===== src/hw/rtl/mt19937_word_generator_assert.svh =====
// Assertion macros shared by the word generator RTL.
// Used by mtwg_front and mtwg_engine; expects clk_i and rst_ni in scope.
`ifndef MT19937_WORD_GENERATOR_ASSERT_SVH
`define MT19937_WORD_GENERATOR_ASSERT_SVH
`ifndef NO_ASSERTIONS
`define MTWG_ASSERT(lbl, prop, msg) \
  lbl: assert property (@(posedge clk_i) disable iff (!rst_ni) prop) \
    else $error(msg);
`define MTWG_ASSERT_NEVER(lbl, cond, msg) \
  lbl: assert property (@(posedge clk_i) disable iff (!rst_ni) !(cond)) \
    else $error(msg);
`else
`define MTWG_ASSERT(lbl, prop, msg)
`define MTWG_ASSERT_NEVER(lbl, cond, msg)
`endif
`endif


===== src/hw/rtl/mtwg_pkg.sv =====
// Shared types and constants of the MT19937 word generator.
// No dependencies; used by mtwg_front, mtwg_engine and the top level.
`timescale 1ns / 1ps
`default_nettype none
package mtwg_pkg;

  localparam int unsigned StateWords   = 624;
  localparam int unsigned MiddleOffset = 397;
  localparam int unsigned IdxW         = 10;

  localparam logic [IdxW-1:0] LastIdx     = IdxW'(StateWords - 1);
  localparam logic [IdxW-1:0] FullIdx     = IdxW'(StateWords);
  localparam logic [IdxW-1:0] UnseededIdx = IdxW'(StateWords + 1);
  localparam logic [IdxW-1:0] MidIdx      = IdxW'(MiddleOffset);
  localparam logic [IdxW-1:0] MidWrapIdx  = IdxW'(StateWords - MiddleOffset);

  localparam logic [31:0] SeedMult    = 32'd1812433253;
  localparam logic [31:0] TwistMatrix = 32'h9908b0df;
  localparam logic [31:0] TemperB     = 32'h9d2c5680;
  localparam logic [31:0] TemperC     = 32'hefc60000;
  localparam logic [31:0] SeedDefault = 32'd5489;

  // Request as seen at the head of the queue.
  typedef struct packed {
    logic valid;
    logic reseed;
  } req_t;

  typedef enum logic [3:0] {
    ST_IDLE,
    ST_SEED_INIT,
    ST_SEED_MUL,
    ST_SEED_WR,
    ST_TW_PRIME,
    ST_TW_LOAD,
    ST_TW_RD,
    ST_TW_WR,
    ST_READ,
    ST_READ_WAIT
  } engine_state_e;

endpackage
`default_nettype wire


===== src/hw/rtl/mtwg_front.sv =====
// Front end: accepts requests and holds them in a short queue.
// Depends on mtwg_pkg and the assertion macro header.
`timescale 1ns / 1ps
`default_nettype none
`include "mt19937_word_generator_assert.svh"
module mtwg_front #(
  parameter int unsigned DEPTH = 2
) (
  input  wire logic          clk_i,
  input  wire logic          rst_ni,
  input  wire logic          in_valid_i,
  output logic               in_ready_o,
  input  wire logic          reseed_i,
  output mtwg_pkg::req_t     req_o,
  input  wire logic          pop_i
);

  localparam int unsigned PtrW = $clog2(DEPTH);
  localparam int unsigned CntW = $clog2(DEPTH + 1);
  localparam logic [PtrW-1:0] LastPtr = PtrW'(DEPTH - 1);
  localparam logic [CntW-1:0] FullCnt = CntW'(DEPTH);

  logic [DEPTH-1:0] fifo_q;
  logic [PtrW-1:0]  wr_ptr_q, wr_ptr_d, rd_ptr_q, rd_ptr_d;
  logic [CntW-1:0]  count_q, count_d;
  logic             push;

  assign in_ready_o   = (count_q != FullCnt);
  assign push         = in_valid_i && in_ready_o;
  assign req_o.valid  = (count_q != '0);
  assign req_o.reseed = fifo_q[rd_ptr_q];

  always_comb begin
    wr_ptr_d = wr_ptr_q;
    rd_ptr_d = rd_ptr_q;
    count_d  = count_q;
    if (push) begin
      wr_ptr_d = (wr_ptr_q == LastPtr) ? '0 : wr_ptr_q + 1'b1;
    end
    if (pop_i) begin
      rd_ptr_d = (rd_ptr_q == LastPtr) ? '0 : rd_ptr_q + 1'b1;
    end
    if (push && !pop_i) begin
      count_d = count_q + 1'b1;
    end else if (!push && pop_i) begin
      count_d = count_q - 1'b1;
    end
  end

  always_ff @(posedge clk_i or negedge rst_ni) begin
    if (!rst_ni) begin
      wr_ptr_q <= '0;
      rd_ptr_q <= '0;
      count_q  <= '0;
    end else begin
      wr_ptr_q <= wr_ptr_d;
      rd_ptr_q <= rd_ptr_d;
      count_q  <= count_d;
    end
  end

  always_ff @(posedge clk_i) begin
    if (push) begin
      fifo_q[wr_ptr_q] <= reseed_i;
    end
  end

  `MTWG_ASSERT(a_count_bound, count_q <= FullCnt, "queue count above depth")
  `MTWG_ASSERT_NEVER(a_pop_empty, pop_i && (count_q == '0), "pop from empty queue")
  `MTWG_ASSERT(a_count_up, (push && !pop_i) |=> (count_q == $past(count_q) + 1'b1),
               "queue count did not advance on push")

endmodule
`default_nettype wire


===== config.mk =====
export PLATFORM = sky130hd
export DESIGN_NAME = mtwg_front
export DESIGN_NICKNAME = d
export VERILOG_FILES = /design/src/hw/rtl/mtwg_pkg.sv /design/src/hw/rtl/mtwg_front.sv
export VERILOG_INCLUDE_DIRS = /design/src /design/src/hw/rtl
export SDC_FILE = /design/constraint.sdc
export NUM_CORES = 1
export LEC_CHECK = 0
export ABC_AREA = 1
export BUFFER_PORTS_ARGS = -buffer_cell sky130_fd_sc_hd__buf_4
export CAP_MARGIN = 5
export CORE_AREA = 2 2 39 41
export CTS_CLUSTER_DIAMETER = 120
export CTS_CLUSTER_SIZE = 25
export DETAILED_ROUTE_END_ITERATION = 10
export DIE_AREA = 0 0 41 43
export PLACE_DENSITY_LB_ADDON = 0.15
export SYNTH_ARGS = -nofsm -noshare
export SYNTH_HDL_FRONTEND = slang
export SYNTH_SLANG_ARGS = --single-unit

===== constraint.sdc =====
create_clock -name clk_i -period 1.8 [get_ports clk_i]
set_input_delay 0.36 -clock clk_i [delete_from_list [all_inputs] [get_ports clk_i]]
set_output_delay 0.36 -clock clk_i [all_outputs]
set_load 0.02 [all_outputs]

==> impl_metrics.py <==
metrics = {
    "run_status": {
        "status": "finished clean",
    },
    "critical_path": {
        "crit_required_ps": 1440,
        "worstPathArrival_ps": 1100,
        "setup.worst_path.class": "reg -> out",
        "timing.rr.end": "count_q[1]$_DFFE_PN0P_",
        "ff2ff_setup_slack_ps": 430,
        "ff2ff_path_depth": 9,
        "r2r-start": "count_q[0]$_DFFE_PN0P_",
        "crit_fanout": 2,
        "start_kind": "register",
        "end_kind": "output port",
    },
    "sta": {
        "relSlewSlack": 0.902,
        "hold_violations": 0,
        "setup_tns_ps": 0,
        "final_max_slew_viol_count": 0,
        "skew_ps": 4.57,
        "setup_viol": 0,
        "whs_ps": 296,
        "period_share": 0.813,
        "worstMarginPinSlew_ps": 147,
        "fmaxAchievable_ghz": 0.683,
        "rsz0062_at_grt": "no",
        "period_minus_slack_ps": 1460,
    },
    "yosys": {
        "yosysTopAreaCell": "dfrtp_1",
        "synth-edff-count": 2,
        "synth_area_leaders": "dfrtp_1, edfxtp_1, inv_1",
        "ys_top_cells_by_count": "inv_1, nand2_1, dfrtp_1",
        "syn-cell-area_um2": 304,
        "async_flop_share": 0.667,
        "synthDistinctLibCells": 14,
        "syn-num-nets": 35,
        "synth_warnings": 0,
        "netlist_instances": 29,
        "syn_avg_cell_area_um2": 10.5,
        "yosysSeqAreaShare": 0.527,
        "synth_seq_cells": 6,
        "synth_fa_ha_area_frac": 0.0412,
        "synth_simple_gate_area_frac": 0.198,
        "synth_top_family_by_area": "simple AND/OR/NAND/NOR gates",
        "synth_xor_area_frac": 0.111,
        "yosysMostFrequentCell": "inv_1",
        "synthMuxAreaShare": 0.0370,
        "synth_top_area_frac": 0.329,
        "synth_compound_area_frac": 0,
        "synthFlopType": "dfrtp_1",
    },
    "floorplan": {
        "fp-row-count": 14,
        "dieArea_mm2": 0.00176,
        "die_y_um": 43,
        "io_pins": 8,
        "fp.coreArea_mm2": 0.00138,
        "die_width_um": 41,
        "initial_utilization": 0.220,
    },
    "drt": {
        "vias_per_cell": 3.68,
        "vias": 210,
        "dr.pass1.iters": 2,
        "drtAntennaViolNets": 0,
        "initialDrtViolationCount": 1,
        "finalWirelength_um": 504,
        "drc": 0,
        "wl_per_cell_um": 8.84,
    },
    "power": {
        "peakVddDrop_mv": 0.438,
        "cellLeakagePower_nw": 0.209,
        "power_density_mw_per_mm2": 1630,
    },
    "place": {
        "numPortBuffers": 7,
        "place_congestion": 0.641,
    },
    "grt": {
        "grt_max_degree": 5,
        "overflow": 0,
        "grtUsageMet1": 0.0918,
        "grt_pass1_vias": 224,
        "grtUsageMet3": 0.0314,
        "top_usage_layer": "met1",
        "antenna_found_initial": 0,
        "grt_usage": 0.0747,
        "met2_usage": 0.0875,
        "grt_pass1_wl_um": 814,
    },
    "min_path": {
        "min-delay-start": "reseed_i",
        "min_to": "fifo_q[1]$_DFFE_PP_",
        "holdPathStages": 1,
        "hp-class": "in -> reg",
    },
    "layout": {
        "regArea_um2": 160,
        "area_growth_pct": 35.8,
        "num_antenna_cells": 0,
        "layout.nets": 48,
        "drive_gt1_frac": 0.366,
        "fill_cells": 148,
        "multi_input_area_um2": 118,
    },
    "clocking": {
        "numCtsBuffers": 3,
        "worst_skew_pair.late_latency_ps": 250,
        "clock-sinks": 6,
        "cts_root_buf": "clkbuf_4",
        "cts.reportedPaths.clkPinSlew_ps": 50,
        "tritoncts": "done",
        "clockBufferDepth": 2,
        "cts_max_level": 1,
    },
    "flow_run": {
        "cap_violations": 0,
    },
}
worst max path at each step:
| stage | startpoint | endpoint | slack (ps) | cells after the start |
|---|---|---|---|---|
| final | rd_ptr_q$_DFFE_PN0P_ | req_o[0] | 340 | 2 |
| after global routing | rd_ptr_q$_DFFE_PN0P_ | req_o[0] | 300 | 2 |
| after CTS | rd_ptr_q$_DFFE_PN0P_ | req_o[0] | 320 | 2 |
| after detailed placement | count_q[0]$_DFFE_PN0P_ | count_q[1]$_DFFE_PN0P_ | 440 | 9 |
| after global placement | count_q[0]$_DFFE_PN0P_ | count_q[1]$_DFFE_PN0P_ | 470 | 9 |
| after floorplan | count_q[0]$_DFFE_PN0P_ | count_q[1]$_DFFE_PN0P_ | 490 | 9 |
final cells by class:
| cell class | count | area share |
|---|---|---|
| Sequential cell | 6 | 0.388 |
| Timing Repair Buffer | 8 | 0.152 |
| Clock buffer | 4 | 0.0636 |
| Multi-Input combinational cell | 16 | 0.285 |
| Tap cell | 16 | 0.0485 |
| Inverter | 7 | 0.0636 |
layer usage:
layer	part of all wire	vias up
met3	0.081	2
li1	-	110
met2	0.45	8
met1	0.45	90
met4	0.016	0
met5	0	-
sequential cells by signal (all words and copies together) (netlist names):
name / flops
count_q: 2
fifo_q: 2
wr_ptr_q: 1
rd_ptr_q: 1
cells in the final DEF, fill, tap and decap left out, drive strengths merged, types with 2 or more instances in the layout:
cell and count:
buf 7, xor2 2, inv 7, nand2 7, nor2 2, clkbuf 4
dfrtp 4, edfxtp 2
cells by family after synthesis:
logic type,after synthesis
buf+inv,7
xor+xnor,3
mux,1
flops,6
fa+ha+maj,1
simple gates,11
metrics by stage:
stage          setup WS [ps]  cells  instance area (um2)  utilization  power (mW)
2_1_floorplan            490     29                  304            -       0.452
4_1_cts                  317     57                  413        0.298       0.689
3_3_place_gp             475     52                  377        0.272       0.531
6_report                 337     57                  413        0.298       0.675
3_5_place_dp             438     52                  377        0.272       0.541
5_1_grt                  305     57                  413        0.298       0.729
critical path, cell delays in order, from the launching register on:
cell	delay (ps)
dfrtp_1	370
mux2_2	340
buf_4	150
power by group:
part / total [mW] / switching (mW) / leakage, nW / internal, mW
Sequential: 0.246 / 0.0443 / 0.0657 / 0.202
Combinational: 0.293 / 0.162 / 0.129 / 0.131
Clock: 0.136 / 0.0518 / 0.0150 / 0.0842
repair_timing:
| action | in CTS | in global routing |
|---|---|---|
| gates resized for setup | 0 | 0 |
| buffers inserted | 0 | 0 |
| endpoints found under the hold margin | 4 | 0 |
| hold buffers | 1 | 0 |
Power figures use the tool's default switching activity.
