===== src/hw/rtl/mt19937_word_generator_assert.svh =====
// Assertion macros shared by the word generator RTL.
// Used by mtwg_front and mtwg_engine; expects clk_i and rst_ni in scope.
`ifndef MT19937_WORD_GENERATOR_ASSERT_SVH
`define MT19937_WORD_GENERATOR_ASSERT_SVH
`ifndef NO_ASSERTIONS
`define MTWG_ASSERT(lbl, prop, msg) \
  lbl: assert property (@(posedge clk_i) disable iff (!rst_ni) prop) \
    else $error(msg);
`define MTWG_ASSERT_NEVER(lbl, cond, msg) \
  lbl: assert property (@(posedge clk_i) disable iff (!rst_ni) !(cond)) \
    else $error(msg);
`else
`define MTWG_ASSERT(lbl, prop, msg)
`define MTWG_ASSERT_NEVER(lbl, cond, msg)
`endif
`endif


===== src/hw/rtl/mtwg_pkg.sv =====
// Shared types and constants of the MT19937 word generator.
// No dependencies; used by mtwg_front, mtwg_engine and the top level.
`timescale 1ns / 1ps
`default_nettype none
package mtwg_pkg;

  localparam int unsigned StateWords   = 624;
  localparam int unsigned MiddleOffset = 397;
  localparam int unsigned IdxW         = 10;

  localparam logic [IdxW-1:0] LastIdx     = IdxW'(StateWords - 1);
  localparam logic [IdxW-1:0] FullIdx     = IdxW'(StateWords);
  localparam logic [IdxW-1:0] UnseededIdx = IdxW'(StateWords + 1);
  localparam logic [IdxW-1:0] MidIdx      = IdxW'(MiddleOffset);
  localparam logic [IdxW-1:0] MidWrapIdx  = IdxW'(StateWords - MiddleOffset);

  localparam logic [31:0] SeedMult    = 32'd1812433253;
  localparam logic [31:0] TwistMatrix = 32'h9908b0df;
  localparam logic [31:0] TemperB     = 32'h9d2c5680;
  localparam logic [31:0] TemperC     = 32'hefc60000;
  localparam logic [31:0] SeedDefault = 32'd5489;

  // Request as seen at the head of the queue.
  typedef struct packed {
    logic valid;
    logic reseed;
  } req_t;

  typedef enum logic [3:0] {
    ST_IDLE,
    ST_SEED_INIT,
    ST_SEED_MUL,
    ST_SEED_WR,
    ST_TW_PRIME,
    ST_TW_LOAD,
    ST_TW_RD,
    ST_TW_WR,
    ST_READ,
    ST_READ_WAIT
  } engine_state_e;

endpackage
`default_nettype wire


===== src/hw/rtl/mtwg_engine.sv =====
// Back end: seeding, twisting and tempered readout over the word store.
// Depends on mtwg_pkg and the assertion macro header; drives an mtwg_ram.
`timescale 1ns / 1ps
`default_nettype none
`include "mt19937_word_generator_assert.svh"
module mtwg_engine (
  input  wire logic                         clk_i,
  input  wire logic                         rst_ni,
  input  wire logic [31:0]                  seed_i,
  input  mtwg_pkg::req_t                    req_i,
  output logic                              pop_o,
  output logic                              ram_we_o,
  output logic      [mtwg_pkg::IdxW-1:0]    ram_waddr_o,
  output logic      [31:0]                  ram_wdata_o,
  output logic      [mtwg_pkg::IdxW-1:0]    ram_raddr_a_o,
  output logic      [mtwg_pkg::IdxW-1:0]    ram_raddr_b_o,
  input  wire logic [31:0]                  ram_rdata_a_i,
  input  wire logic [31:0]                  ram_rdata_b_i,
  output logic                              out_valid_o,
  input  wire logic                         out_ready_i,
  output logic      [31:0]                  random_word_o
);

  function automatic logic [31:0] temper(input logic [31:0] v);
    logic [31:0] y;
    y = v ^ (v >> 11);
    y = y ^ ((y << 7) & mtwg_pkg::TemperB);
    y = y ^ ((y << 15) & mtwg_pkg::TemperC);
    y = y ^ (y >> 18);
    return y;
  endfunction

  mtwg_pkg::engine_state_e state_q, state_d;
  logic [mtwg_pkg::IdxW-1:0] idx_q, idx_d, cnt_q, cnt_d;
  logic [31:0] prev_q, prev_d, prod_q, prod_d, cur_q, cur_d, word_q, word_d;
  logic        out_valid_q, out_valid_d;
  logic        out_free;
  logic [31:0] seed_word, mix, twist_y, twist_w;

  assign out_free      = !out_valid_q || out_ready_i;
  assign out_valid_o   = out_valid_q;
  assign random_word_o = word_q;

  assign mix       = prev_q ^ (prev_q >> 30);
  assign seed_word = prod_q + 32'(cnt_q);
  assign twist_y   = {cur_q[31], ram_rdata_a_i[30:0]};
  assign twist_w   = ram_rdata_b_i ^ (twist_y >> 1)
                   ^ (twist_y[0] ? mtwg_pkg::TwistMatrix : 32'd0);

  always_comb begin
    state_d       = state_q;
    idx_d         = idx_q;
    cnt_d         = cnt_q;
    prev_d        = prev_q;
    prod_d        = prod_q;
    cur_d         = cur_q;
    word_d        = word_q;
    out_valid_d   = out_valid_q && !out_ready_i;
    pop_o         = 1'b0;
    ram_we_o      = 1'b0;
    ram_waddr_o   = cnt_q;
    ram_wdata_o   = seed_word;
    ram_raddr_a_o = idx_q;
    ram_raddr_b_o = cnt_q;
    unique case (state_q)
      mtwg_pkg::ST_IDLE: begin
        if (req_i.valid && out_free) begin
          pop_o = 1'b1;
          if (req_i.reseed || (idx_q == mtwg_pkg::UnseededIdx)) begin
            state_d = mtwg_pkg::ST_SEED_INIT;
          end else if (idx_q == mtwg_pkg::FullIdx) begin
            state_d = mtwg_pkg::ST_TW_PRIME;
          end else begin
            state_d = mtwg_pkg::ST_READ;
          end
        end
      end
      mtwg_pkg::ST_SEED_INIT: begin
        ram_we_o    = 1'b1;
        ram_waddr_o = '0;
        ram_wdata_o = seed_i;
        prev_d      = seed_i;
        cnt_d       = mtwg_pkg::IdxW'(1);
        state_d     = mtwg_pkg::ST_SEED_MUL;
      end
      mtwg_pkg::ST_SEED_MUL: begin
        prod_d  = mix * mtwg_pkg::SeedMult;
        state_d = mtwg_pkg::ST_SEED_WR;
      end
      mtwg_pkg::ST_SEED_WR: begin
        ram_we_o = 1'b1;
        prev_d   = seed_word;
        if (cnt_q == mtwg_pkg::LastIdx) begin
          state_d = mtwg_pkg::ST_TW_PRIME;
        end else begin
          cnt_d   = cnt_q + 1'b1;
          state_d = mtwg_pkg::ST_SEED_MUL;
        end
      end
      mtwg_pkg::ST_TW_PRIME: begin
        ram_raddr_a_o = '0;
        state_d       = mtwg_pkg::ST_TW_LOAD;
      end
      mtwg_pkg::ST_TW_LOAD: begin
        cur_d   = ram_rdata_a_i;
        cnt_d   = '0;
        state_d = mtwg_pkg::ST_TW_RD;
      end
      mtwg_pkg::ST_TW_RD: begin
        ram_raddr_a_o = (cnt_q == mtwg_pkg::LastIdx) ? '0 : cnt_q + 1'b1;
        ram_raddr_b_o = (cnt_q < mtwg_pkg::MidWrapIdx) ? cnt_q + mtwg_pkg::MidIdx
                                                       : cnt_q - mtwg_pkg::MidWrapIdx;
        state_d       = mtwg_pkg::ST_TW_WR;
      end
      mtwg_pkg::ST_TW_WR: begin
        ram_we_o    = 1'b1;
        ram_wdata_o = twist_w;
        cur_d       = ram_rdata_a_i;
        if (cnt_q == mtwg_pkg::LastIdx) begin
          idx_d   = '0;
          state_d = mtwg_pkg::ST_READ;
        end else begin
          cnt_d   = cnt_q + 1'b1;
          state_d = mtwg_pkg::ST_TW_RD;
        end
      end
      mtwg_pkg::ST_READ: begin
        state_d = mtwg_pkg::ST_READ_WAIT;
      end
      mtwg_pkg::ST_READ_WAIT: begin
        word_d      = temper(ram_rdata_a_i);
        out_valid_d = 1'b1;
        idx_d       = idx_q + 1'b1;
        state_d     = mtwg_pkg::ST_IDLE;
      end
      default: begin
        state_d = mtwg_pkg::ST_IDLE;
      end
    endcase
  end

  always_ff @(posedge clk_i or negedge rst_ni) begin
    if (!rst_ni) begin
      state_q     <= mtwg_pkg::ST_IDLE;
      idx_q       <= mtwg_pkg::UnseededIdx;
      cnt_q       <= '0;
      out_valid_q <= 1'b0;
    end else begin
      state_q     <= state_d;
      idx_q       <= idx_d;
      cnt_q       <= cnt_d;
      out_valid_q <= out_valid_d;
    end
  end

  always_ff @(posedge clk_i) begin
    prev_q <= prev_d;
    prod_q <= prod_d;
    cur_q  <= cur_d;
    word_q <= word_d;
  end

  `MTWG_ASSERT(a_read_in_range, (state_q == mtwg_pkg::ST_READ) |-> (idx_q < mtwg_pkg::FullIdx),
               "readout index past the store")
  `MTWG_ASSERT(a_out_from_read, $rose(out_valid_q) |-> $past(state_q == mtwg_pkg::ST_READ_WAIT),
               "result appeared outside readout")
  `MTWG_ASSERT(a_out_slot_free, (state_q == mtwg_pkg::ST_READ_WAIT) |-> !out_valid_q,
               "result would overwrite a waiting result")
  `MTWG_ASSERT(a_write_in_range, ram_we_o |-> (ram_waddr_o < mtwg_pkg::FullIdx),
               "store write past the last word")

endmodule
`default_nettype wire


===== config.mk =====
export PLATFORM = sky130hd
export DESIGN_NAME = mtwg_engine
export DESIGN_NICKNAME = d
export VERILOG_FILES = /design/src/hw/rtl/mtwg_pkg.sv /design/src/hw/rtl/mtwg_engine.sv
export VERILOG_INCLUDE_DIRS = /design/src /design/src/hw/rtl
export SDC_FILE = /design/constraint.sdc
export NUM_CORES = 1
export LEC_CHECK = 0
export ABC_AREA = 0
export BUFFER_PORTS_ARGS = -buffer_cell sky130_fd_sc_hd__buf_2
export CORE_AREA = 5 5 190 192
export DETAILED_ROUTE_END_ITERATION = 8
export DIE_AREA = 0 0 195 197
export GPL_ROUTABILITY_DRIVEN = 0
export PLACE_DENSITY = 0.61
export SLEW_MARGIN = 20
export SYNTH_ARGS = -nofsm -noshare
export SYNTH_HDL_FRONTEND = slang
export SYNTH_SLANG_ARGS = --single-unit

===== constraint.sdc =====
create_clock -name clk_i -period 8.58 [get_ports clk_i]
set_input_delay 0 -clock clk_i [delete_from_list [all_inputs] [get_ports clk_i]]
set_output_delay 0 -clock clk_i [all_outputs]
set_load 0.1 [all_outputs]

==> flow_summary.yaml, run 1 <==
cts:
  path_clk_slew_ns: 0.06
  clockBufferDepth: 2
  cts_buffers: 17
  clkSinkCount: 122
  cts_resized: 0
  cts_tree: "yes"
  clockRootBuffer: "clkbuf_16"
  cts_hold_buf: 48
  cts_setup_buffers: 0
  clk-insertion-delay-late_ns: 0.43
  htreeDepth: 4
yosys:
  synth_edf_count: 97
  synth_area_mm2: 0.0152
  netlist_instances: 1516
  ys_types: 68
  ys_ff_latch: 122
  yosys_warnings: 0
  synth_top_area_share_pct: 19.4
  async_flop_share_pct: 20.5
  ys.flop_type: "edfxtp_1"
  synthTopCellsByArea: "fa_1 19%, edfxtp_1 19%, ha_1 18%, xnor2_1 7.2%, inv_1 6.8%"
  avgSynthCellArea_um2: 10.0
  ys_seq_area_share_pct: 23.4
  yosys.area.top_type: "fa_1"
  syn_nets: 1987
  synth.most_common_cell: "inv_1"
  ys_top_cells_by_count: "276 x inv_1, 223 x ha_1, 147 x fa_1"
critical_path:
  worst_r2r_startpoint: "prev_q[31]"
  crit_arrival_ns: 7.19
  path_class: "flop to flop"
  worst_setup_path_start_kind: "flop"
  crit_fanout: 6
  reg2reg_depth: 23
  reg2reg_slack_ns: 1.57
  critPathCaptureType: "flop"
  timing.rr.end: "prod_q[29]"
  worstPathRequired_ns: 8.76
detailed_routing:
  drt-total-wl_mm: 45.4
  drtPass1Iterations: 5
  drtIter0Drc: 752
  vias: 11773
  met1Wirelength_mm: 18.9
  via_per_inst: 5.32
  wire_per_inst_um: 20.5
  top_layer_used: "met4"
  route.met2.wl_mm: 22.4
  wl_met3_mm: 2.72
  antenna_left: 0
  drc_errors: 0
floorplanning:
  die_w_um: 195
  die_h_um: 197
  fp-row-count: 68
  die-area_mm2: 0.0384
  initial_utilization_pct: 44.3
  ios: 198
  core_area_mm2: 0.0342
job:
  max_cap_viol_count: 0
hold_path:
  whs_endpoint: "random_word_o[29]"
  hold-path-cell-count: 2
  worstHoldStart: "ram_rdata_a_i[29]"
  hp-class: "input port to flop"
cells_and_area:
  layout-drive-gt1-share_pct: 14.9
  seq_area_mm2: 0.00354
  num-fill-cells: 3152
  multiInputGateArea_mm2: 0.0104
  syn2layout_area_growth_pct: 16.8
  nNetsFinal: 2214
timing:
  setup_violations: 0
  worstMarginPinSlew_ns: 1.09
  period_minus_slack_ns: 7.01
  period_share_pct: 81.7
  slew_viol_final: 0
  fin_skew_ns: 0.00828
  tns_ns: 0
  fmax_mhz: 143
  final_hold_viol_count: 0
  slew_headroom_pct: 27.1
  grt_setup_unrepaired: "no"
grt:
  antenna_found_initial: 2
  track_usage_pct: 23.6
  grt_pass1_wl_mm: 70.7
  grt_pass1_vias: 12460
  grt_max_degree: 64
  grt-ovfl-total: 0
outcome:
  outcome: "complete, no violations"
placement:
  hpwl_mm: 37.5
  io_buffers: 197
==> metal layers <==
layer,vias up,global-route usage [%]
met5,-,0
met4,0,7.76
met3,76,5.40
met2,351,40.0
met1,5811,30.2
li1,5535,-
==> worst max-delay path by stage <==
stage	cells after the start	end	slack, ns	start
floorplan	23	prod_q[29]	2.26	prev_q[31]
detailed placement	23	prod_q[29]	1.61	prev_q[31]
CTS	23	prod_q[29]	1.60	prev_q[31]
finish	23	prod_q[29]	1.57	prev_q[31]
global route	23	prod_q[29]	1.28	prev_q[31]
global placement	23	prod_q[29]	1.87	prev_q[31]
==> stage by stage <==
stage | cells | instance area, um^2 | setup slack, ns | hold WS, ns | util [%]
3_3_place_gp | 2131 | 16600 | 1.87 | 0.0322 | 48.6
5_1_grt | 2213 | 17700 | 1.28 | 0.00427 | 51.7
6_report | 2215 | 17700 | 1.57 | 0.0145 | 51.7
2_1_floorplan | 1516 | 15200 | 2.26 | -0.296 | -
3_5_place_dp | 2131 | 16600 | 1.61 | 0.0350 | 48.6
4_1_cts | 2211 | 17700 | 1.60 | 0.000219 | 51.7
==> sequential cells by signal, indices dropped and copies added, names as in the netlist <==
signal,flops
random_word_o,32
cnt_q,10
idx_q,10
cur_q,1
state_q,4
out_valid_o,1
prev_q,32
prod_q,32
==> logic make-up after synthesis <==
| logic type | count (synthesis) | share of synthesized area [%] |
|---|---|---|
| AOI/OAI and AO/OA | 272 | 11.6 |
| xor gates and xnor gates | 207 | 12.0 |
| adders and majority gates | 370 | 37.8 |
| buffers and inverters | 317 | 7.90 |
| DFF | 122 | 23.4 |
| muxes | 2 | 0.140 |
| and+or+nand+nor | 226 | 7.15 |
==> cells in the final DEF (no fill, tap or decap), types with 33 or more instances in the layout <==
cell,synthesis,routed
edfxtp_1,97,97
buf_2,6,197
nor2_1,40,37
o21ai_0,113,113
xnor2_1,125,125
fa_1,147,147
xor2_1,82,82
ha_1,223,223
inv_1,276,276
dlygate4sd3_1,0,48
nand2_1,87,86
a21oi_1,34,33
==> worst max-delay path: stages, from the launching register on <==
cell and delay (ns):
edfxtp_1 0.45, xor2_1 0.56, xnor2_1 0.36, ha_1 0.28, or2_2 0.29, ha_1 0.27
inv_1 0.05, fa_1 0.48, inv_1 0.04, ha_1 0.18, fa_1 0.46, fa_1 0.50
fa_1 0.49, inv_1 0.05, fa_1 0.47, inv_1 0.04, ha_1 0.33, a211oi_1 0.28
o21bai_1 0.16, o211ai_1 0.18, nand2_1 0.12, a41oi_2 0.29, nor3_1 0.08, a311o_1 0.32
==> cell type report <==
cell class | instances | area share, %
clock inverter | 11 | 0.827
sequential | 122 | 20.0
inverter | 276 | 5.85
multi-input combinational | 1077 | 59.0
tap | 455 | 3.22
antenna | 4 | 0.0566
timing repair buffer | 249 | 8.46
clock buffer | 21 | 2.55
Power of run 1 is not shown: default switching activity piles up to over one toggle a cycle in this logic, so the estimate is an artifact.
==> inputs of run 2 (changes only) <==
PLACE_DENSITY = 0.64   (was 0.61)
clock period = 5.75 ns   (was 8.58 ns; I/O delays follow)
==> run 2 against run 1 <==
- count of clock-buffer cells in the layout rose by 1
- routed wire length increased by 5.2%
- clock skew is 0.0039 ns higher
- flip-flop and latch count unchanged
- hold slack improved by 0.010 ns
- core utilization up 4.5 points
- die area is the same
- the run now ends with negative setup slack left
==> flow_summary.yaml, run 2 (synthesis gave the netlist of run 1 again) <==
outcome:
  outcome: "finished, violations left"
  failed_checks: "negative setup slack"
floorplanning:
  core_area_mm2: 0.0342
  die_w_um: 195
  initial_utilization_pct: 44.3
  die-area_mm2: 0.0384
  die_h_um: 197
  ios: 198
  fp-row-count: 68
placement:
  hpwl_mm: 39.4
  io_buffers: 197
  dp.cells: 2241
  placed_area_mm2: 0.0175
cells_and_area:
  layoutNonFillerInstCount: 2346
  nNetsFinal: 2349
  layout-drive-gt1-share_pct: 24.9
  fin_util_pct: 56.2
  antennaDiodeCount: 0
  stdcell_area_mm2: 0.0192
  syn2layout_area_growth_pct: 26.9
  final_common_cell: "inv_1"
  final_cell_mix: "266 x inv_1, 199 x ha_1, 197 x buf_2"
timing:
  final_hold_viol_count: 0
  grt_setup_unrepaired: "yes"
  slew_headroom_pct: 36.0
  period_share_pct: 106
  slew_viol_final: 0
  period_minus_slack_ns: 6.12
  worstMarginPinSlew_ns: 0.958
  fin_ws_ns: -0.372
  setup_violations: 11
  tns_ns: -2.51
  fmax_mhz: 163
  fin_skew_ns: 0.0122
detailed_routing:
  antenna_left: 0
  drtIter0Drc: 828
  wire_per_inst_um: 20.4
  drt-total-wl_mm: 47.8
  via_per_inst: 5.30
  drc_errors: 0
  drtPass1Iterations: 5
  vias: 12443
critical_path:
  worst_setup_path_start_kind: "flop"
  cp_cell_sequence: "xor2_4 -> buf_6 -> inv_4 -> fa_2 -> inv_2 -> ha_4 -> fa_1 -> ha_2 -> fa_1 -> fa_2 -> fa_1 -> inv_2 -> fa_1 -> inv_2 -> ha_4 -> buf_6 -> and4_4 -> o211ai_1 -> nand2_1 -> a41oi_2 -> buf_4 -> a311o_1"
  cp_slowest_stage_delay_ns: 0.56
  worst_r2r_startpoint: "prev_q[1]"
  cp_num_buf_inv: 7
  path_class: "flop to flop"
  critPathCaptureType: "flop"
  crit_slowest_cell: "fa_1"
  crit_top_cell: "fa_1"
  reg2reg_slack_ns: -0.37
  path_depth: 22
  reg2reg_depth: 22
  crit_start: "prev_q[1]"
  crit_arrival_ns: 6.28
  worstPathRequired_ns: 5.91
  crit_fanout: 3
  critPathTopFamily: "adder cells"
  timing.rr.end: "prod_q[29]"
cts:
  clk-insertion-delay-late_ns: 0.42
  htreeDepth: 4
  cts_tree: "yes"
  clockBufferDepth: 2
  clkSinkCount: 122
  path_clk_slew_ns: 0.06
  cts_buffers: 17
  clockRootBuffer: "clkbuf_16"
grt:
  track_usage_pct: 24.4
  grt_pass1_wl_mm: 73.0
  grt_pass1_vias: 13251
  grt-ovfl-total: 0
  antenna_found_initial: 1
  grt_max_degree: 43
hold_path:
  hold-path-cell-count: 2
  hp-class: "input port to flop"
  worstHoldStart: "ram_rdata_a_i[20]"
  whs_endpoint: "random_word_o[20]"
job:
  max_cap_viol_count: 0
-- run 2: repair_timing --
item	in CTS	in global routing
gates resized for setup	20	64
cloned	0	0
endpoints found under the setup margin	15	17
buffers inserted	16	16
pin swaps	35	39
hold buffers	44	0
hold endpoints to repair	66	0
-- run 2: layer usage --
layer	share of wire, %	global-route usage (%)
met2	50	42.1
met5	0.027	0
met4	4.3	9.88
met3	6.3	5.37
met1	39	29.9
-- run 2: layout make-up --
cell class / instances / area [um^2]
clock buffers: 22 / 518
inverters: 276 / 1040
flip-flops and latches: 122 / 3540
repair buffers: 384 / 2560
well taps: 455 / 569
fillers: 2984 / 15000
clock inverters: 10 / 100
multi-input cells: 1077 / 10900
-- run 2: worst max-delay path by stage --
stage	to	slack, ns
6_report	prod_q[29]	-0.37
5_1_grt	prod_q[29]	-0.50
4_1_cts	prod_q[29]	-0.33
3_5_place_dp	prod_q[29]	-0.42
3_3_place_gp	prod_q[30]	-0.29
2_1_floorplan	prod_q[30]	-0.25
-- run 2: per-stage QoR --
step	hold WS, ns	worst slack (ns)
after floorplan	-0.296	-0.248
after global placement	0.0243	-0.286
after detailed placement	0.0162	-0.416
after CTS	0.00356	-0.329
after global routing	0.0192	-0.500
final	0.0246	-0.372
Power of run 2 is left out for the same reason.
